==> src/sv/srp_pkg.sv <==
package srp_pkg;

    // field widths
    localparam int COORD_BITS  = 12;
    localparam int CFG_W       = 20;
    localparam int CFG_IDX_W   = 3;
    localparam int DISP_W      = 12;
    localparam int MAXD_W      = 11;
    localparam int GREY_W      = 8;
    localparam int PIX_FRAC    = 8;
    localparam int SUBPIX_BITS = 4;
    localparam int OUT_W       = 32;
    localparam int DEPTH_W     = 31;

    // datapath widths
    localparam int MAG_W      = (COORD_BITS + PIX_FRAC > CFG_W) ? COORD_BITS + PIX_FRAC : CFG_W;
    localparam int AX_W       = MAG_W + CFG_W;
    localparam int AZ_W       = 2 * CFG_W;
    localparam int NY_W       = AX_W + CFG_W;
    localparam int NUM_W      = NY_W - SUBPIX_BITS;
    localparam int DEN_W      = MAXD_W + CFG_W;
    localparam int QUO_W      = 32;
    localparam int DIV_STAGES = QUO_W + 1;

    // register reset values
    localparam logic [CFG_W-1:0]  FOCAL_RST    = CFG_W'(256);
    localparam logic [CFG_W-1:0]  CENTER_RST   = '0;
    localparam logic [CFG_W-1:0]  BASELINE_RST = '0;
    localparam logic [MAXD_W-1:0] MAXD_RST     = MAXD_W'(1536);

    // configuration register index
    typedef enum logic [CFG_IDX_W-1:0] {
        CFG_FOCAL_X  = 3'd0,
        CFG_FOCAL_Y  = 3'd1,
        CFG_CENTER_X = 3'd2,
        CFG_CENTER_Y = 3'd3,
        CFG_BASELINE = 3'd4,
        CFG_MAX_DISP = 3'd5
    } t_cfg_idx;

    typedef struct packed {
        logic [COORD_BITS-1:0]    pixel_col;
        logic [COORD_BITS-1:0]    pixel_row;
        logic signed [DISP_W-1:0] disparity_raw;
        logic [GREY_W-1:0]        grey_level;
    } t_in;

    typedef struct packed {
        logic signed [OUT_W-1:0] point_x;
        logic signed [OUT_W-1:0] point_y;
        logic [DEPTH_W-1:0]      point_z;
        logic [GREY_W-1:0]       point_grey;
    } t_out;

endpackage

==> src/sv/srp_div.sv <==
// pipelined restoring divider, one quotient bit per stage
module srp_div (
    input  logic                          i_clk,
    input  logic                          i_en,
    input  logic [srp_pkg::NUM_W-1:0]     i_num,
    input  logic [srp_pkg::DEN_W-1:0]     i_den,
    output logic [srp_pkg::QUO_W-1:0]     o_quo,
    output logic                          o_ovf
);

    localparam int QW = srp_pkg::QUO_W;
    localparam int DW = srp_pkg::DEN_W;
    localparam int NW = srp_pkg::NUM_W;

    logic [DW-1:0] r_rem [0:QW];
    logic [QW-1:0] r_low [0:QW];
    logic [QW-1:0] r_quo [0:QW];
    logic [DW-1:0] r_den [0:QW];
    logic          r_ovf [0:QW];

    // entry stage: a quotient of 2^32 or more sets the overflow flag, upper bits seed the remainder
    always_ff @(posedge i_clk) begin
        if (i_en) begin
            r_ovf[0] <= (i_num >> QW) >= NW'(i_den);
            r_rem[0] <= DW'(i_num >> QW);
            r_low[0] <= i_num[QW-1:0];
            r_quo[0] <= '0;
            r_den[0] <= i_den;
        end
    end

    // one trial subtract per stage
    for (genvar g = 1; g <= QW; g++) begin : g_stage
        logic [DW:0] trial;
        logic [DW:0] diff;
        logic        ge;

        assign trial = {r_rem[g-1], r_low[g-1][QW-1]};
        assign diff  = trial - {1'b0, r_den[g-1]};
        assign ge    = trial >= {1'b0, r_den[g-1]};

        always_ff @(posedge i_clk) begin
            if (i_en) begin
                r_rem[g] <= ge ? diff[DW-1:0] : trial[DW-1:0];
                r_low[g] <= {r_low[g-1][QW-2:0], 1'b0};
                r_quo[g] <= {r_quo[g-1][QW-2:0], ge};
                r_den[g] <= r_den[g-1];
                r_ovf[g] <= r_ovf[g-1];
            end
        end
    end

    assign o_quo = r_quo[QW];
    assign o_ovf = r_ovf[QW];

endmodule

==> config.mk <==
export PLATFORM = sky130hd
export DESIGN_NAME = srp_div
export DESIGN_NICKNAME = d
export VERILOG_FILES = /design/src/sv/srp_pkg.sv /design/src/sv/srp_div.sv
export SDC_FILE = /design/constraint.sdc
export NUM_CORES = 2
export LEC_CHECK = 0
export BUFFER_PORTS_ARGS = -buffer_cell sky130_fd_sc_hd__buf_2
export CAP_MARGIN = 0
export CORE_ASPECT_RATIO = 1.2
export CORE_MARGIN = 3
export CORE_UTILIZATION = 50
export DETAILED_ROUTE_END_ITERATION = 6
export GPL_ROUTABILITY_DRIVEN = 0
export PLACE_DENSITY = 0.7
export SETUP_SLACK_MARGIN = 0.3
export SLEW_MARGIN = 15
export SYNTH_ARGS = -nofsm -noshare
export SYNTH_HDL_FRONTEND = slang
export SYNTH_MEMORY_MAX_BITS = 65536
export SYNTH_SLANG_ARGS = --single-unit
==> constraint.sdc <==
create_clock -name i_clk -period 3.44 [get_ports i_clk]
set_clock_uncertainty 0.15 [all_clocks]
set_input_delay 0.172 -clock i_clk [delete_from_list [all_inputs] [get_ports i_clk]]
set_output_delay 0.172 -clock i_clk [all_outputs]
set_load 0.02 [all_outputs]
* Word-level counts from Yosys, hierarchy flattened
Memories as Yosys holds them, arrays and structs flattened.
Index checks and enable logic that the tools add are counted.
** Cells by class
- $lt $le $gt $ge :: 33
- Add/sub/neg operators :: 32
- Mux-type cells :: 34
** Operators with widths (number)
- $ge A32 B31 Y1 :: 32
- $mux W31 :: 32
- $sub A31 B31 Y31 :: 32
- $ge A24 B31 Y1 :: 1
- $mux W1 :: 2
** Storage, ports and cells
- Memories kept :: 5
- Register bits after elaboration :: 0
- RAM bits :: 4191
- Output and inout port bits :: 33
- Word-level logic and storage cells :: 104
** Memories
- r_low :: words 33, width 32, read ports 32, clocked after Yosys merged registers in 0, wr ports 33, line srp_div.sv:16 : logic [QW-1:0] r_low [0:QW];
- r_quo :: words 33, width 32, read ports 33, clocked after Yosys merged registers in 0, wr ports 33, line srp_div.sv:17 : logic [QW-1:0] r_quo [0:QW];
- r_den :: words 33, width 31, read ports 32, clocked after Yosys merged registers in 0, wr ports 33, line srp_div.sv:18 : logic [DW-1:0] r_den [0:QW];
- r_rem :: words 33, width 31, read ports 32, clocked after Yosys merged registers in 0, wr ports 33, line srp_div.sv:15 : logic [DW-1:0] r_rem [0:QW];
- r_ovf :: words 33, width 1, read ports 33, clocked after Yosys merged registers in 0, wr ports 33, line srp_div.sv:19 : logic r_ovf [0:QW];

* Logic depth before layout (Yosys ltp)
- Depth in word-level cells :: 2
- Depth in mapped cells :: 17

* Worst setup path before layout
OpenSTA, ideal clock, no wires.
- Kind :: register to register
- Start point :: mem r_den[0][682] in the netlist's numbering
- End point :: mem r_rem[0][723] in the netlist's numbering, data pin
- Buffers on the path :: 1
- Slack :: -302 ps
- Data arrival time :: 3332 ps
- Stages on the path, launching flop included :: 13
- Cell sequence :: edfxtp_1 > ha_1 > fa_1 > nand2b_1 > a21boi_0 > o21ai_0 > a211oi_1 > a2111oi_0 > o31ai_1 > a21oi_1 > o21ai_2 > buf_2 > mux2_2
** RTL lines (line)
- start: declaration :: srp_div.sv:18
- end: declaration :: srp_div.sv:15

==> out/qor.yml <==
p_seq_share_pct: 32.6
setup_violations: 617
drive_gt1_share_pct: 25.08
netlist_area_um2: 153500
min_from: "i_den[24]"
synthCells: 12090
clock-sinks: 3066
die_y_um: 612.9
cp-start-kind: "register"
fin_setup_tns_ps: -92870
grtUsageTotal_pct: 22.38
nNetsFinal: 15340
grt_pass1_wl_mm: 564.0
synth_seq_cells: 3066
combinationalPowerShare_pct: 49.1
arrival_ps: 4310
power.switching_uw: 62640
fin_area_um2: 191800
leakage_uw: 0.07957
fin_ws_ps: -460.5
drt_iter0_markers: 7389
chipWidth_um: 511.8
yosysTopAreaCell: "edfxtp_1"
synth.most_common_cell: "edfxtp_1"
hold_depth: 5
start_util_pct: 50.32
drv_slew: 0
htree_levels: 5
ir_worst_vdd_mv: 0.5363
seq_area_frac_synth_pct: 59.99
holdWs_ps: 101.6
synth-edff-count: 3066
worst-setup-path-type: "reg2reg"
crit_chain: "inv_2, fa_2, nor2b_1, o21a_1, o21a_1, o31a_1, or3_4, buf_6, a31o_4, a221o_1, a41oi_2, o21bai_1, xor2_1, mux2_4"
clkLatencyLatePin_ps: 870
crit_path_top_delay_cell: "edfxtp_1"
dp.cells: 17260
drt_first_pass_iters: 7
vias: 104900
netlist_top_cells_count: "edfxtp_1 (3066), inv_1 (1243), ha_1 (1010)"
powerDensity_nw_per_um2: 936.2
worstReg2RegStart: "r_rem[0][341]$_DFFE_PP_"
finalHoldViolations: 0
reg2reg_depth: 14
cts_root_buf: "clkbuf_16"
worstHoldPathType: "in2reg"
io_buffers: 121
grt_pass1_vias: 107700
r2r-end: "r_rem[0][402]$_DFFE_PP_"
pwr-share-clk_pct: 18.3
p_int_uw: 116900
crit_path_max_incr_delay_ps: 520
r2r_setup_slack_ps: -460
ant_nets: 0
period_share_pct: 113.4
yosysWarningCount: 0
cpMostUsedCell: "o21a_1"
antenna_found_initial: 6
synth.avg_cell_area_um2: 12.70
rsz0062_at_grt: "true"
synthFlopType: "edfxtp_1"
grt_max_degree: 124
clkTransAtPathRegs_ps: 60
dpl_cell_area_um2: 169600
period_needed_ps: 3901
clk_path_buf_depth: 4
min_to: "r_ovf[0][0]$_DFFE_PP_"
synthTopCellsByArea: "edfxtp_1 (60%), ha_1 (8.2%), mux2_2 (3.8%)"
grt-ovfl-total: 0
avgViaCountPerCell: 5.681
swShare_pct: 34.89
cts_inserted_buffers: 319
async_reset_ff_share_pct: 0
tightest_slew_ps: 793.1
critPathRequiredTime_ps: 3850
path_max_fanout: 3
relSlewSlack_pct: 47.12
die_area_um2: 313700
wire_per_inst_um: 20.09
dp_hpwl_mm: 252.2
synth_cell_types: 99
yosys.area.top_type_share_pct: 59.99
syn_to_final_growth_pct: 24.96
synth_nets: 13220
route.detailed.drc: 1
core_area_um2: 305000
io_pins: 122
cts_tree: "built"
violations: "design-rule violations, negative setup slack"
fmax_mhz: 256.4
rows: 222
outcome: "finished, violations left"
endpoint_kind: "register"
wl_mm: 371.1
drv_cap: 0
final_cells: 18470
[how the worst max path moves through the flow]
| stage | startpoint | to | slack (ps) | depth (start not counted) |
|---|---|---|---|---|
| 4_1_cts | r_low[0][383]$_DFFE_PP_ | r_rem[0][384]$_DFFE_PP_ | -410 | 18 |
| 3_5_place_dp | r_den[0][498]$_DFFE_PP_ | r_rem[0][527]$_DFFE_PP_ | -660 | 15 |
| 6_report | r_rem[0][341]$_DFFE_PP_ | r_rem[0][402]$_DFFE_PP_ | -460 | 14 |
| 2_1_floorplan | r_den[0][404]$_DFFE_PP_ | r_rem[0][463]$_DFFE_PP_ | 30 | 13 |
| 3_3_place_gp | r_low[0][159]$_DFFE_PP_ | r_rem[0][185]$_DFFE_PP_ | -700 | 15 |
| 5_1_grt | r_den[0][348]$_DFFE_PP_ | r_rem[0][402]$_DFFE_PP_ | -580 | 14 |
[cells in the final DEF (no fill, tap or decap), drive strengths merged, types with 100 or more instances in the layout]
cell / n
a21o: 512
a21oi: 888
buf: 1808
clkbuf: 415
clkinv: 122
dlygate4sd3: 175
edfxtp: 3066
ha: 1010
inv: 1254
mux2: 520
nand2: 694
nand2b: 130
nand3: 150
nand4: 150
nor2: 585
nor2b: 159
nor3: 116
o21a: 115
o21ai: 654
o21bai: 100
xnor2: 514
xor2: 291
[worst max-delay path: cells and delay by family (launching register included)]
kind,cells,cell delay (ps)
AO/OA/AOI/OAI,7,1590
flip-flops,1,520
AND/OR/NAND/NOR,2,430
buffers and inverters,2,270
multiplexers,1,260
adder cells (fa/ha/maj),1,210
XOR/XNOR,1,150
[what timing repair did]
action                     CTS  global route
setup endpoints to repair  992           993
setup buffers              230           183
cloned                      38            34
pin swaps                  269           295
hold endpoints to repair   645             0
hold buffers               175             0
gates resized for setup    639           708
[state kept, by name, summed over array words and instances (netlist names)]
register	cells
r_den	992
r_low	528
r_ovf	33
r_quo	528
r_rem	985
[final cells by class]
class,count,area [µm²]
timing repair buffer,2013,18450
inverter,1244,4684
tap,4032,5045
clock buffer,388,8348
sequential,3066,92070
clock inverter,165,1414
antenna,3,7.507
multi-input combinational,7563,61760
fill,21770,113200
[stage by stage]
step	power, µW	utilization [%]	setup slack, ps
CTS	171500	61.16	-411.5
floorplan	106700	-	34.94
finish	179600	62.88	-460.5
global route	189400	62.88	-577.5
detailed placement	130000	55.61	-656.6
global placement	127200	55.61	-704.7
[routing by layer]
metal,global-route usage (%),part of all wire [%],vias to the layer above
met5,0,0.0035,-
met4,15.12,7.9,2
met3,3.052,4.3,1468
met2,42.37,53,3420
met1,22.75,35,51110
li1,-,-,48950
[power groups by stage]
stage / clock network [µW] / logic [µW] / registers, µW
floorplan: 0 / 50900 / 55800
global placement: 0 / 68300 / 58900
detailed placement: 0 / 71100 / 58900
CTS: 33800 / 79400 / 58300
global route: 35300 / 95100 / 59000
finish: 32900 / 88100 / 58500
[cell families after synthesis]
family | synth area share [%]
and+or+nand+nor | 7.079
muxes | 4.129
DFF | 59.99
buffers and inverters | 3.653
xor gates and xnor gates | 4.594
AOI/OAI and AO/OA | 11.92
adders and majority gates | 8.639
(Power assumes the default switching activity.)
